$ cat config.mk
export PLATFORM = sky130hd
export DESIGN_NAME = utf8_xml_char_validator
export DESIGN_NICKNAME = d
export VERILOG_FILES = /design/src/hw/rtl/utf8x_pkg.sv /design/src/hw/rtl/utf8_xml_char_validator.sv
export SDC_FILE = /design/constraint.sdc
export NUM_CORES = 1
export LEC_CHECK = 0
export BUFFER_PORTS_ARGS = -buffer_cell sky130_fd_sc_hd__buf_2
export CAP_MARGIN = 0
export CORE_MARGIN = 2
export CORE_UTILIZATION = 45
export CTS_CLUSTER_SIZE = 25
export DETAILED_ROUTE_END_ITERATION = 10
export MAX_ROUTING_LAYER = met4
export PLACE_DENSITY = 0.77
export REMOVE_ABC_BUFFERS = 1
export SYNTH_ARGS = -nofsm -noshare
export SYNTH_HDL_FRONTEND = slang
export SYNTH_SLANG_ARGS = --single-unit
$ cat constraint.sdc
create_clock -name clk -period 3.51 [get_ports clk]
set_input_delay 0.351 -clock clk [delete_from_list [all_inputs] [get_ports clk]]
set_output_delay 0.351 -clock clk [all_outputs]
set_load 0.01 [all_outputs]
$ cat src/hw/rtl/utf8x_pkg.sv
package utf8x_pkg;

	localparam logic [7:0] Lead2Min = 8'hC2;
	localparam logic [7:0] Lead2Max = 8'hDF;
	localparam logic [7:0] Lead3Min = 8'hE0;
	localparam logic [7:0] Lead3Max = 8'hEF;
	localparam logic [7:0] Lead4Min = 8'hF0;
	localparam logic [7:0] Lead4Max = 8'hF4;
	localparam logic [7:0] ContMask = 8'hC0;
	localparam logic [7:0] ContTag = 8'h80;
	localparam logic [7:0] AsciiNul = 8'h00;
	localparam logic [7:0] AsciiTab = 8'h09;
	localparam logic [7:0] AsciiLf = 8'h0A;
	localparam logic [7:0] AsciiCr = 8'h0D;
	localparam logic [7:0] AsciiSpace = 8'h20;
	localparam logic [7:0] AsciiDel = 8'h7F;

	localparam logic [20:0] MaxCodePoint = 21'h10FFFF;
	localparam logic [20:0] SurrogateLow = 21'h00D800;
	localparam logic [20:0] SurrogateHigh = 21'h00DFFF;
	localparam logic [20:0] Min2Byte = 21'h000080;
	localparam logic [20:0] Min3Byte = 21'h000800;
	localparam logic [20:0] Min4Byte = 21'h010000;

	typedef logic [20:0] code_point_t;

	typedef enum logic [2:0] {
		SEQ_NONE  = 3'd0,
		SEQ_TWO   = 3'd2,
		SEQ_THREE = 3'd3,
		SEQ_FOUR  = 3'd4
	} seq_len_t;

	function automatic logic ascii_legal(input logic [7:0] b);
		logic ok;
		ok = (b >= AsciiSpace) || (b == AsciiTab) || (b == AsciiCr) || (b == AsciiLf);
		if (b == AsciiNul || b == AsciiDel) begin
			ok = 1'b0;
		end
		return ok;
	endfunction

	function automatic logic scalar_legal(input seq_len_t len, input code_point_t v);
		logic ok;
		ok = (v <= MaxCodePoint) && !(v >= SurrogateLow && v <= SurrogateHigh);
		case (len)
			SEQ_TWO: begin
				if (v < Min2Byte) ok = 1'b0;
			end
			SEQ_THREE: begin
				if (v < Min3Byte) ok = 1'b0;
			end
			SEQ_FOUR: begin
				if (v < Min4Byte) ok = 1'b0;
			end
			default: begin
			end
		endcase
		return ok;
	endfunction

endpackage

$ cat src/hw/rtl/utf8_xml_char_validator.sv
// Streaming UTF-8 checker for XML character data. One byte is taken per beat on the
// input channel, with last_byte marking the end of a buffer, and exactly one result beat
// comes out for each input beat. An accepted byte is held in the byte register, and its
// result is written into the output register when the output is not stalled. A new byte
// can be accepted every cycle while the output is not stalled: the byte register feeds
// the decode logic, and its result is written into the output register together with
// the decoder state. char_done flags a completed legal character with its code_point,
// error_seen is sticky for the rest of the buffer, and buffer_valid gives the verdict on
// the final byte. The decoder state clears after each final byte.
module utf8_xml_char_validator
	import utf8x_pkg::*;
(
	input  logic        clk,
	input  logic        arst_n,
	input  logic        in_valid,
	output logic        in_ready,
	input  logic [7:0]  byte_value,
	input  logic        last_byte,
	output logic        out_valid,
	input  logic        out_ready,
	output logic        char_done,
	output logic [20:0] code_point,
	output logic        error_seen,
	output logic        buffer_valid
);

	logic        valid_s1;
	logic [7:0]  byte_s1;
	logic        last_s1;

	logic        pend_zero;
	logic [1:0]  pend_q;
	seq_len_t    len_q;
	code_point_t part_q;
	logic        fail_q;

	logic [1:0]  pend_d;
	seq_len_t    len_d;
	code_point_t part_d;
	logic        fail_d;
	logic        done_d;
	code_point_t cp_d;
	code_point_t joined;

	logic        out_valid_q;
	logic        char_done_q;
	code_point_t code_point_q;
	logic        error_seen_q;
	logic        buffer_valid_q;

	logic out_load;
	logic advance;

	assign out_load = !out_valid_q || out_ready;
	assign advance  = valid_s1 && out_load;
	assign in_ready = !valid_s1 || out_load;

	assign pend_zero = (pend_q == 2'd0);
	assign joined = {part_q[14:0], byte_s1[5:0]};

	always_comb begin
		pend_d = pend_q;
		len_d  = len_q;
		part_d = part_q;
		fail_d = fail_q;
		done_d = 1'b0;
		cp_d   = '0;
		if (!fail_q) begin
			if (pend_zero) begin
				if (!byte_s1[7]) begin
					if (ascii_legal(byte_s1)) begin
						done_d = 1'b1;
						cp_d   = {13'd0, byte_s1};
					end else begin
						fail_d = 1'b1;
					end
				end else if (byte_s1 >= Lead2Min && byte_s1 <= Lead2Max) begin
					len_d  = SEQ_TWO;
					pend_d = 2'd1;
					part_d = {16'd0, byte_s1[4:0]};
				end else if (byte_s1 >= Lead3Min && byte_s1 <= Lead3Max) begin
					len_d  = SEQ_THREE;
					pend_d = 2'd2;
					part_d = {17'd0, byte_s1[3:0]};
				end else if (byte_s1 >= Lead4Min && byte_s1 <= Lead4Max) begin
					len_d  = SEQ_FOUR;
					pend_d = 2'd3;
					part_d = {18'd0, byte_s1[2:0]};
				end else begin
					fail_d = 1'b1;
				end
			end else if ((byte_s1 & ContMask) != ContTag) begin
				fail_d = 1'b1;
			end else begin
				pend_d = pend_q - 2'd1;
				part_d = joined;
				if (pend_q == 2'd1) begin
					// Range checks are made once the whole sequence is in.
					if (scalar_legal(len_q, joined)) begin
						done_d = 1'b1;
						cp_d   = joined;
					end else begin
						fail_d = 1'b1;
					end
					len_d  = SEQ_NONE;
					part_d = '0;
				end
			end
		end
		// A sequence left open at the end of the buffer fails it.
		if (last_s1 && !fail_d && pend_d != 2'd0) begin
			fail_d = 1'b1;
		end
	end

	always_ff @(posedge clk or negedge arst_n) begin
		if (!arst_n) begin
			valid_s1 <= 1'b0;
		end else if (in_ready) begin
			valid_s1 <= in_valid;
		end
	end

	always_ff @(posedge clk) begin
		if (in_valid && in_ready) begin
			byte_s1 <= byte_value;
			last_s1 <= last_byte;
		end
	end

	always_ff @(posedge clk or negedge arst_n) begin
		if (!arst_n) begin
			pend_q <= 2'd0;
			len_q  <= SEQ_NONE;
			part_q <= '0;
			fail_q <= 1'b0;
		end else if (advance) begin
			if (last_s1) begin
				pend_q <= 2'd0;
				len_q  <= SEQ_NONE;
				part_q <= '0;
				fail_q <= 1'b0;
			end else begin
				pend_q <= pend_d;
				len_q  <= len_d;
				part_q <= part_d;
				fail_q <= fail_d;
			end
		end
	end

	always_ff @(posedge clk or negedge arst_n) begin
		if (!arst_n) begin
			out_valid_q <= 1'b0;
		end else if (out_load) begin
			out_valid_q <= valid_s1;
		end
	end

	always_ff @(posedge clk) begin
		if (advance) begin
			char_done_q    <= done_d;
			code_point_q   <= cp_d;
			error_seen_q   <= fail_d;
			buffer_valid_q <= last_s1 && !fail_d;
		end
	end

	assign out_valid    = out_valid_q;
	assign char_done    = char_done_q;
	assign code_point   = code_point_q;
	assign error_seen   = error_seen_q;
	assign buffer_valid = buffer_valid_q;

endmodule

### Word level (Yosys, flattened, before mapping)

Index checks and enable logic that the tools add are counted.

| word-level totals | value |
|---|---|
| input bits | 13 |
| memory bits (writable) | 0 |
| flip-flop bits (word level) | 56 |
| memories | 0 |
| word-level logic and storage cells | 128 |
| bits in latches | 0 |
| output and inout bits | 26 |
| bits in read-only memories | 0 |

| operators by class | value |
|---|---|
| reductions and logical operators | 27 |
| bitwise operators | 0 |
| magnitude comparators | 13 |
| multiply operators | 0 |
| div/mod/pow operators | 0 |
| muxes and demuxes | 62 |
| shifts and indexed selects | 0 |
| equal/unequal tests | 13 |
| add/subtract/negate cells | 1 |

Operators by type and width:

| operator | number |
|---|---|
| 2-to-1 mux 15 bit | 9 |
| 2-to-1 mux 21 bit | 4 |
| 2-to-1 mux 1 bit | 29 |
| 2-to-1 mux 3 bit | 9 |
| equality test 8 x 4 -> 1 bit (second input constant) | 3 |
| greater-or-equal comparator 8 bit (second input constant) | 3 |
| <= comparator 8 bit (second input constant) | 3 |
| greater-or-equal comparator 21 x 16 -> 1 bit (second input constant) | 1 |
| <= comparator 21 x 16 -> 1 bit (second input constant) | 1 |
| <= comparator 21 bit (second input constant) | 1 |
| < comparator 21 x 12 -> 1 bit (second input constant) | 1 |
| < comparator 21 x 17 -> 1 bit (second input constant) | 1 |
| < comparator 21 x 8 -> 1 bit (second input constant) | 1 |
| 2-to-1 mux 2 bit | 8 |
| 2-to-1 mux 7 bit | 2 |
| logical AND 1 bit | 10 |
| equality test 8 x 7 -> 1 bit (second input constant) | 1 |
| greater-or-equal comparator 8 x 6 -> 1 bit (second input constant) | 1 |
| logical NOT 8 bit | 1 |
| equality test 3 x 2 -> 1 bit (second input constant) | 2 |
| logical OR 1 bit | 6 |
| inequality test 3 bit (second input constant) | 2 |
| AND reduction 6 bit | 1 |
| logical NOT 1 bit | 5 |
| other kinds (10) | 11 |

### Logic depth before layout (Yosys ltp)

Gate-level depths: netlist of run 1.

| depth | value |
|---|---|
| depth after elaboration | 21 |
| depth in mapped cells | 10 |

### Least setup slack after synthesis of run 1

OpenSTA, ideal clock, no wires.

| timing path | value |
|---|---|
| kind | input -> register |
| start point | input out_ready |
| end point | register part_q[10] |
| stages on the path | 7 |
| library setup time | 0.123 ns |
| arrival time | 1.880 ns |
| path slack | 1.507 ns |
| data required time | 3.387 ns |
| path through | nand2b_1 -> nand2_1 -> clkinv_1 -> nand2_1 -> o31a_1 -> buf_2 -> o21ai_1 |

| on the way | value |
|---|---|
| cells in the longest elaborated chain, start to end | 3 |

Ends and longest elaborated chain:

| what | line | text |
|---|---|---|
| start, declared | utf8_xml_char_validator.sv:20 | `input logic out_ready,` |
| logical OR 1 bit | utf8_xml_char_validator.sv:54 | `assign out_load = !out_valid_q \|\| out_ready;` |
| logical AND 1 bit | utf8_xml_char_validator.sv:55 | `assign advance = valid_s1 && out_load;` |
| via advance | utf8_xml_char_validator.sv:52 | `logic advance;` |
| AND reduction 5 bit (no source line) | n/a |  |
| end signal, assigned | utf8_xml_char_validator.sv:146 | `part_q <= part_d;` |
| end, declared | utf8_xml_char_validator.sv:34 | `code_point_t part_q;` |

The timed path passes the listed nets, and every way through them passes these cells.
A chain may end at the register's enable or synchronous reset.

### Worst setup path after layout of run 1

| timing path | value |
|---|---|
| start point | register part_q[12] |
| end point | register code_point_q[4] (netlist: code_point[4]), data pin |

| on the way | value |
|---|---|
| cells in the longest elaborated chain, start to end | 14 |

Ends and longest elaborated chain:

| what | line | text |
|---|---|---|
| greater-or-equal comparator 21 x 16 -> 1 bit / <= comparator 21 x 16 -> 1 bit (equally long branches) | utf8x_pkg.sv:45 | `ok = (v <= MaxCodePoint) && !(v >= SurrogateLow && v <= SurrogateHigh);` |
| logical AND 1 bit | utf8x_pkg.sv:45 |  |
| logical NOT 1 bit | utf8x_pkg.sv:45 |  |
| logical AND 1 bit | utf8x_pkg.sv:45 |  |
| 2-to-1 mux 1 bit (on tied branches) | utf8x_pkg.sv:54, utf8x_pkg.sv:48, utf8x_pkg.sv:51 |  |
| case mux 1 bit (3 select lines) (*) | utf8x_pkg.sv:46 | `case (len)` |
| 2-to-1 mux 1 bit (*) | utf8_xml_char_validator.sv:97 | `if (pend_q == 2'd1) begin` |
| 2-to-1 mux 1 bit (*) | utf8_xml_char_validator.sv:92 | `end else if ((byte_s1 & ContMask) != ContTag) begin` |
| 2-to-1 mux 1 bit (*) | utf8_xml_char_validator.sv:69 | `if (pend_zero) begin` |
| 2-to-1 mux 1 bit (*) | utf8_xml_char_validator.sv:68 | `if (!fail_q) begin` |
| 2-to-1 mux 21 bit (*) | utf8_xml_char_validator.sv:99 | `if (scalar_legal(len_q, joined)) begin` |
| 2-to-1 mux 21 bit (*) | utf8_xml_char_validator.sv:97 |  |
| 2-to-1 mux 21 bit (*) | utf8_xml_char_validator.sv:92 |  |
| 2-to-1 mux 21 bit (*) | utf8_xml_char_validator.sv:69 |  |
| end signal, assigned | utf8_xml_char_validator.sv:163 | `code_point_q <= cp_d;` |
| end, declared | utf8_xml_char_validator.sv:47 | `code_point_t code_point_q;` |

Mark *: on every way between the ends. The rest lies on a longest branch, timed or not. The select of a mux whose other input is x is not followed.

==> reports/qor.yml, run 1 <==
avgRoutedWirePerCell_microns: 13.55
grt_pass1_vias: 1681
fin_ws_ns: 0.9594
gr-usage-met3_pct: 3.678
grt_antenna_before_repair: 0
rsz0062_at_grt: "no"
clk_pin_slew_ns: 0.10
leakage_nw: 1.154
die_area_sq_mm: 0.006176
dp_hpwl_microns: 3300
clockBufferDepth: 2
areaGrowthSynthToFinish_pct: 13.79
syn_inst: 228
worstPathArrival_ns: 2.71
yosysSeqAreaShare_pct: 62.57
power.total_mw: 1.671
place_congestion: 0.9427
drt-vias-per-instance: 5.168
final_util_pct: 52.38
period_share_pct: 72.67
drt-pass1-iter-count: 4
die_h_microns: 78.59
fin_hold_ws_ns: -0.00004297
start_util_pct: 46.03
netlist_area_sq_mm: 0.002504
tritoncts: "built"
fill_cells: 502
nets: 281
drive_gt1_share_pct: 17.98
drc: 0
required_ns: 3.67
ir_drop_mv: 0.3597
place_ws_ns: 0.9891
crit_chain: "or4_1 > and2_1 > a2111oi_4 > a21oi_1 > nor2b_1"
clockRootBuffer: "clkbuf_8"
outcome: "finished, violations left"
hold_viol_final: 1
slew_headroom_pct: 29.96
avgSynthCellArea_sq_um: 10.98
synth_area_leaders: "edfxtp_1 40%, dfrtp_1 23%, nand2_1 6.0%"
ys_ff_latch: 56
setup-tns-final_ns: 0
htreeDepth: 2
synth_warnings: 0
yosys_most_used_dff: "edfxtp_1"
place_area_sq_mm: 0.002755
max-cap-violations: 0
ys_top_cells_by_count: "40 x nand2_1, 33 x edfxtp_1, 23 x dfrtp_1, 16 x and2_1, 14 x o21ai_1"
pwr-share-comb_pct: 25.1
switchingPower_mw: 0.5534
rows: 27
track_usage_pct: 16.59
synth-edff-count: 33
use_met2_pct: 27.61
fin_area_sq_mm: 0.002849
met1_usage_pct: 19.63
core_region_area_sq_mm: 0.005439
vias: 1752
crit_path_start_kind: "flip-flop"
synth.most_common_cell: "nand2_1"
p_int_mw: 1.118
p_sw_share_pct: 33.12
synth_top_area_cell: "edfxtp_1"
maxSlewViolCount: 0
drt.antenna.violating_nets: 0
portBuffers: 38
critPathCaptureType: "flip-flop"
grt_busiest_layer: "met2"
wl_microns: 4595
fin_skew_ns: 0.007105
diodes: 0
power.share.sequential_pct: 53.2
power_density_mw_per_mm2: 586.6
synth_cell_types: 40
cp_max_fo: 16
violations: "hold timing"
grt_pass1_wl_microns: 7755
grt_max_degree: 32
path_class: "flip-flop to flip-flop"
min_period_ns: 2.551
cts_sinks: 56
cpPeakStageDelay_ns: 0.72
rr_worst_depth: 5
post_cts_buffers: 0
crit_slowest_cell: "a2111oi_4"
ctsResizeCount: 0
die_x_microns: 78.59
grt.overflow.total: 0
async_flop_share_pct: 41.07
hp-class: "input pin to asynchronous set/reset pin"
fmax_ghz: 0.3921
cts-buffers-inserted: 5
netlist.area_leader.share_pct: 39.58
clockPowerShare_pct: 21.8
worst_pin_slew_ns: 1.043
drt_iter0_markers: 158
dp_cells: 331
setup_violations: 0
instances_no_fill: 339
num_io_pins: 39
hold_buffers: 0
clk_latency_ns: 0.31
final timing paths:
| check | startpoint | endpoint | slack [ns] |
|---|---|---|---|
| max | part_q[12] | code_point[4] | 0.96 |
| max reg2reg | part_q[12] | code_point[4] | 0.96 |
| min in group clk | last_byte | last_s1 | 0.21 |
| min | arst_n | valid_s1 | -0.00004 |
| max in group asynchronous | arst_n | part_q[0] | 3.15 |
| min reg2reg | valid_s1 | out_valid | 0.50 |
registers in the layout, summed over array words and instances (netlist names):
name          flops
buffer_valid      1
byte_s1           8
char_done         1
code_point       21
error_seen        1
fail_q            1
last_s1           1
len_q             3
out_valid         1
part_q           15
pend_q            2
valid_s1          1
layout by cell type, fill, tap and decap left out, types with 2 or more instances in the layout:
cell type / n
buf_4: 2
o21ai_0: 7
nor2b_1: 9
edfxtp_1: 33
nand2_1: 40
nand2b_1: 6
dfrtp_1: 23
a21oi_1: 10
and2_1: 16
nor2_1: 11
a22oi_1: 3
and3_1: 2
nor3_1: 7
o31ai_1: 2
ha_1: 2
nand3_1: 5
nor4_1: 2
clkbuf_8: 6
buf_2: 38
inv_1: 6
o21ai_1: 14
o22ai_1: 3
power by group through the flow:
stage                     logic [mW]  registers (mW)  clock network, mW
after CTS                      0.421           0.889              0.374
after floorplan                0.289           0.895                  0
after global placement         0.409           0.900                  0
after detailed placement       0.419           0.902                  0
after global routing           0.477           0.903              0.398
final                          0.419           0.888              0.364
cells by family after synthesis:
logic type | Yosys count | synth area share (%)
fa+ha+maj | 2 | 0.9993
buf+inv | 16 | 2.798
compound gates | 49 | 12.59
simple gates | 105 | 21.04
flops | 56 | 62.57
layout make-up:
| class | instances | area [sq um] | share of cell area, % |
|---|---|---|---|
| timing repair buffer | 40 | 205.2 | 7.202 |
| inverter | 7 | 26.28 | 0.9223 |
| clock buffer | 7 | 86.33 | 3.030 |
| sequential | 56 | 1567 | 54.98 |
| tap | 72 | 90.09 | 3.162 |
| clock inverter | 1 | 7.507 | 0.2635 |
| multi-input combinational | 156 | 867.1 | 30.43 |
metal layers:
layer  share of wire, %  wire length [microns]
met1                 41                   1904
met2                 51                   2350
met3                5.5                    254
met4                1.9                     87
met5                  0                      0
critical path: cells and delay by family (launching register included):
family | cells | cell delay [ns]
DFF | 1 | 0.40
and+or+nand+nor | 3 | 0.99
AOI/OAI and AO/OA | 2 | 1.01
(Power assumes the default switching activity.)
==> run 2, diff against run 1 <==
==> constraint.sdc (replaced) <==
create_clock -name clk -period 2.43 [get_ports clk]
set_input_delay 0.243 -clock clk [delete_from_list [all_inputs] [get_ports clk]]
set_output_delay 0.243 -clock clk [all_outputs]
set_load 0.01 [all_outputs]
==> run 2 against run 1 <==
Against the previous run:
- the flow now finishes without violations
- final cell count is 2.1% higher
- hold slack better by 0.099 ns
- largest power group unchanged
- final area is 2.5% higher
- highest routed layer unchanged
- first-iteration DRC count is 46% lower
- combinational power is 51% higher
- power is 51% higher
- via count is 1.5% higher
- sequential cell count stayed put
- clock-buffer cell count is 2 lower
- non-clock buffer count is 7 higher
==> reports/qor.yml, run 2 (synthesis gave the netlist of run 1 again) <==
hp-start: "last_byte"
portBuffers: 38
nets: 288
rr_worst_depth: 5
slew_headroom_pct: 63.51
switchingPower_mw: 0.8105
power_density_mw_per_mm2: 862.1
path_class: "flip-flop to flip-flop"
drt-pass1-iter-count: 4
track_usage_pct: 15.80
post_cts_buffers: 0
outcome: "completed"
grt.overflow.total: 0
grt_antenna_before_repair: 0
highest_layer: "met4"
wl_met2_microns: 2226
setup_violations: 0
pwr-share-comb_pct: 25.1
period_share_pct: 88.38
drt_iter0_markers: 86
reg2reg_from: "part_q[12]"
critPathCaptureType: "flip-flop"
start_util_pct: 46.03
p_sw_share_pct: 32.18
power.total_mw: 2.519
ir_drop_mv: 0.5491
maxSlewViolCount: 0
grt_max_degree: 32
dp_hpwl_microns: 3231
clk_pin_slew_ns: 0.10
place_congestion: 0.8695
vias: 1778
clockPowerShare_pct: 23.9
power.share.sequential_pct: 51.0
met1Wirelength_microns: 1975
htreeDepth: 2
core_region_area_sq_mm: 0.005439
worst_pin_slew_ns: 0.5473
fin_hold_ws_ns: 0.09869
rows: 27
route.met3.wl_microns: 240
die_x_microns: 78.59
cts_sinks: 56
areaGrowthSynthToFinish_pct: 16.69
setup-tns-final_ns: 0
fin_skew_ns: 0.007494
cp_max_fo: 7
final_cell_mix: "40 x nand2_1, 38 x buf_2, 33 x edfxtp_1"
largest_reg_flops: 21
holdPathStages: 1
hold_viol_final: 0
required_ns: 2.48
rsz0062_at_grt: "no"
worstPathArrival_ns: 2.20
leakage_nw: 1.197
place_ws_ns: 0.2825
fin_ws_ns: 0.2825
tritoncts: "built"
die_area_sq_mm: 0.006176
fill_cells: 484
drc: 0
drt.antenna.violating_nets: 0
fmax_ghz: 0.4656
grt_pass1_vias: 1668
max-cap-violations: 0
avgRoutedWirePerCell_microns: 13.05
die_h_microns: 78.59
clockRootBuffer: "clkbuf_8"
p_int_mw: 1.708
grt_pass1_wl_microns: 7424
hp-class: "input pin to flip-flop"
cts-buffers-inserted: 5
min_to: "last_s1"
wl_microns: 4516
drive_gt1_share_pct: 20.07
rr_endpoint: "code_point[4]"
drt-vias-per-instance: 5.139
layout_commonest_cell: "nand2_1"
final_util_pct: 53.72
min_period_ns: 2.148
num_io_pins: 39
crit_path_start_kind: "flip-flop"
r2r_slack_ns: 0.28
clockBufferDepth: 2
clk_latency_ns: 0.31
diodes: 0
[run 2: metal layers]
metal / vias up / track usage [%]
met4: 0 / 4.561
met1: 824 / 18.73
met3: 10 / 4.253
li1: 896 / -
met5: - / -
met2: 48 / 26.58
[run 2: final cells by class]
| type | count | area [sq um] | share of cell area (%) |
|---|---|---|---|
| multi-input cells | 156 | 867.1 | 29.68 |
| clock inverters | 3 | 42.54 | 1.456 |
| repair buffers | 47 | 260.3 | 8.908 |
| inverters | 7 | 26.28 | 0.8994 |
| flip-flops and latches | 56 | 1567 | 53.62 |
| well taps | 72 | 90.09 | 3.084 |
| clock buffers | 5 | 68.82 | 2.355 |
[run 2: power by group through the flow]
stage | registers [mW] | logic, mW | clock network (mW)
finish | 1.28 | 0.632 | 0.603
global route | 1.30 | 0.709 | 0.652
CTS | 1.28 | 0.636 | 0.612
detailed placement | 1.30 | 0.633 | 0
global placement | 1.30 | 0.616 | 0
floorplan | 1.29 | 0.418 | 0
[run 2: worst max-delay path, stage by stage, from the launching register on]
cell and delay [ns]:
dfrtp_1 0.40, or4_1 0.56, nor2_1 0.24, a2111oi_4 0.14, a21oi_1 0.46, nor2b_1 0.09
[run 2: through the flow]
stage / std cells / area (sq um)
2_1_floorplan: 219 / 2460
3_5_place_dp: 337 / 2800
6_report: 346 / 2922
5_1_grt: 346 / 2922
4_1_cts: 346 / 2922
3_3_place_gp: 337 / 2800
[run 2: worst max path at each step]
stage                     startpoint  slack (ns)            end
after floorplan            out_valid       -0.02      part_q[3]
after global placement    byte_s1[2]        0.36     part_q[12]
after detailed placement  part_q[12]        0.28  code_point[0]
after CTS                 part_q[12]        0.27  code_point[0]
after global routing      part_q[12]        0.10  code_point[0]
final                     part_q[12]        0.28  code_point[4]
[run 2: timing repair]
| action | in CTS | in global routing |
|---|---|---|
| endpoints found under the hold margin | 23 | 0 |
| hold buffers | 1 | 0 |
| resized for setup | 0 | 0 |
==> run 3, diff against run 2 <==
--- a/config.mk
+++ b/config.mk
@@ -5,14 +5,13 @@
 export SDC_FILE = /design/constraint.sdc
 export NUM_CORES = 1
 export LEC_CHECK = 0
-export BUFFER_PORTS_ARGS = -buffer_cell sky130_fd_sc_hd__buf_2
 export CAP_MARGIN = 0
-export CORE_MARGIN = 2
-export CORE_UTILIZATION = 45
+export CORE_UTILIZATION = 55
 export CTS_CLUSTER_SIZE = 25
 export DETAILED_ROUTE_END_ITERATION = 10
+export DONT_BUFFER_PORTS = 1
 export MAX_ROUTING_LAYER = met4
-export PLACE_DENSITY = 0.77
+export PLACE_DENSITY = 0.81
 export REMOVE_ABC_BUFFERS = 1
 export SYNTH_ARGS = -nofsm -noshare
 export SYNTH_HDL_FRONTEND = slang
==> run 3 against run 2 <==
Against the previous run:
- the run now ends with DRC left
- critical path depth stayed put
- core utilization grew 7.9 points
- sequential share of layout area rose by 4.7 points
- register-to-register slack hardly changed
- worst setup slack better by 0.0076 ns
- final cell count down 17%
- non-clock buffer count down 39
- critical endpoint is now code_point[5]
==> reports/qor.yml, run 3 (synthesis gave the netlist of run 1 again) <==
slew_headroom_pct: 32.86
rr_worst_depth: 5
final_cell_mix: "40 x nand2_1, 33 x edfxtp_1, 23 x dfrtp_1"
leakage_nw: 1.027
grt_max_degree: 34
worst_pin_slew_ns: 1.004
cts-buffers-inserted: 5
hp-start: "last_byte"
r2r_slack_ns: 0.29
place_congestion: 0.8911
period_share_pct: 88.06
htreeDepth: 2
cp_num_buf_inv: 0
core_region_area_sq_mm: 0.004354
hold_viol_final: 0
cpPeakStageDelay_ns: 0.57
drive_gt1_share_pct: 5.957
rsz0062_at_grt: "no"
required_ns: 2.47
outcome: "finished, violations left"
drc: 1
grt_pass1_vias: 1555
clockRootBuffer: "clkbuf_8"
die_area_sq_mm: 0.004826
diodes: 0
track_usage_pct: 19.31
crit_path_start_kind: "flip-flop"
layout_commonest_cell: "nand2_1"
hp-class: "input pin to flip-flop"
cp_top_family: "simple AND/OR/NAND/NOR gates"
holdPathStages: 0
final-seq-area_sq_mm: 0.001567
fin_skew_ns: 0.004938
die_h_microns: 69.47
grt_antenna_before_repair: 0
die_x_microns: 69.47
grt_pass1_wl_microns: 7072
setup_violations: 0
rows: 24
nets: 249
drt-vias-per-instance: 5.756
crit_chain: "or4_1 > nor2_1 > a2111oi_4 > a21oi_1 > nor2b_1"
grt.overflow.total: 0
min_to: "last_s1"
maxSlewViolCount: 0
drt_iter0_markers: 81
start_util_pct: 57.50
clockBufferDepth: 2
areaGrowthSynthToFinish_pct: 7.196
dp_hpwl_microns: 3029
multiInputGateArea_sq_um: 867.1
critPathCaptureType: "flip-flop"
portBuffers: 0
vias: 1652
reg2reg_from: "part_q[12]"
fin_area_sq_mm: 0.002684
clk_pin_slew_ns: 0.09
num_io_pins: 39
worstPathArrival_ns: 2.18
cts_sinks: 56
wl_microns: 4157
cp_max_fo: 7
largest_reg_flops: 21
avgRoutedWirePerCell_microns: 14.48
fill_cells: 334
violations: "DRC"
max-cap-violations: 0
fmax_ghz: 0.4673
ir_drop_mv: 0.4746
drt-pass1-iter-count: 7
path_class: "flip-flop to flip-flop"
final_util_pct: 61.64
place_area_sq_mm: 0.002590
min_period_ns: 2.140
drt.antenna.violating_nets: 0
post_cts_buffers: 0
clk_latency_ns: 0.30
power_density_mw_per_mm2: 875.1
crit_slowest_cell: "or4_1"
tritoncts: "built"
rr_endpoint: "code_point[5]"
-- run 3: cell count changes in the layout (fill, tap and decap cells not counted), sizes merged --
cell and delta:
buf -39, clkbuf +1, bufinv -1
-- run 3: power by group --
part           internal, mW  switching, mW  total, mW
combinational         0.209          0.351      0.561
sequential             1.17          0.144       1.31
clock                 0.200          0.278      0.478
-- run 3: metal layers --
layer | GRT usage (%) | up-vias | share of wire, %
li1 | - | 819 | -
met1 | 23.28 | 783 | 43
met2 | 31.07 | 42 | 52
met3 | 4.506 | 8 | 3.8
met4 | 8.617 | 0 | 1.3
met5 | - | - | 0
-- run 3: timing repair --
item,in CTS,in global routing
gates resized for setup,0,0
hold buffers,1,0
hold endpoints to repair,23,0
-- run 3: layout make-up --
type / count / share of cell area, %
Inverter: 7 / 0.9790
Tap cell: 52 / 2.424
Clock inverter: 2 / 0.4196
Timing Repair Buffer: 8 / 2.797
Clock buffer: 6 / 2.704
Multi-Input combinational cell: 156 / 32.31
Sequential cell: 56 / 58.37
-- run 3: through the flow --
step	instances	total power, mW	setup slack (ns)	hold slack [ns]	TNS [ns]
2_1_floorplan	219	1.711	-0.02056	-0.05259	-0.02056
3_5_place_dp	278	1.887	0.2933	-0.05209	0
5_1_grt	287	2.496	0.1749	0.009477	0
4_1_cts	287	2.365	0.2845	0.02049	0
6_report	287	2.348	0.2900	0.02636	0
3_3_place_gp	278	1.868	0.3770	-0.05203	0
-- run 3: worst max path at each step --
stage                          start             to  slack [ns]  depth (start not counted)
final                     part_q[12]  code_point[5]        0.29                          5
after global routing      part_q[12]  code_point[5]        0.17                          5
after CTS                 part_q[12]  code_point[5]        0.28                          5
after detailed placement  part_q[12]  code_point[5]        0.29                          5
after global placement    part_q[12]     error_seen        0.38                          5
after floorplan            out_valid      part_q[3]       -0.02                          7
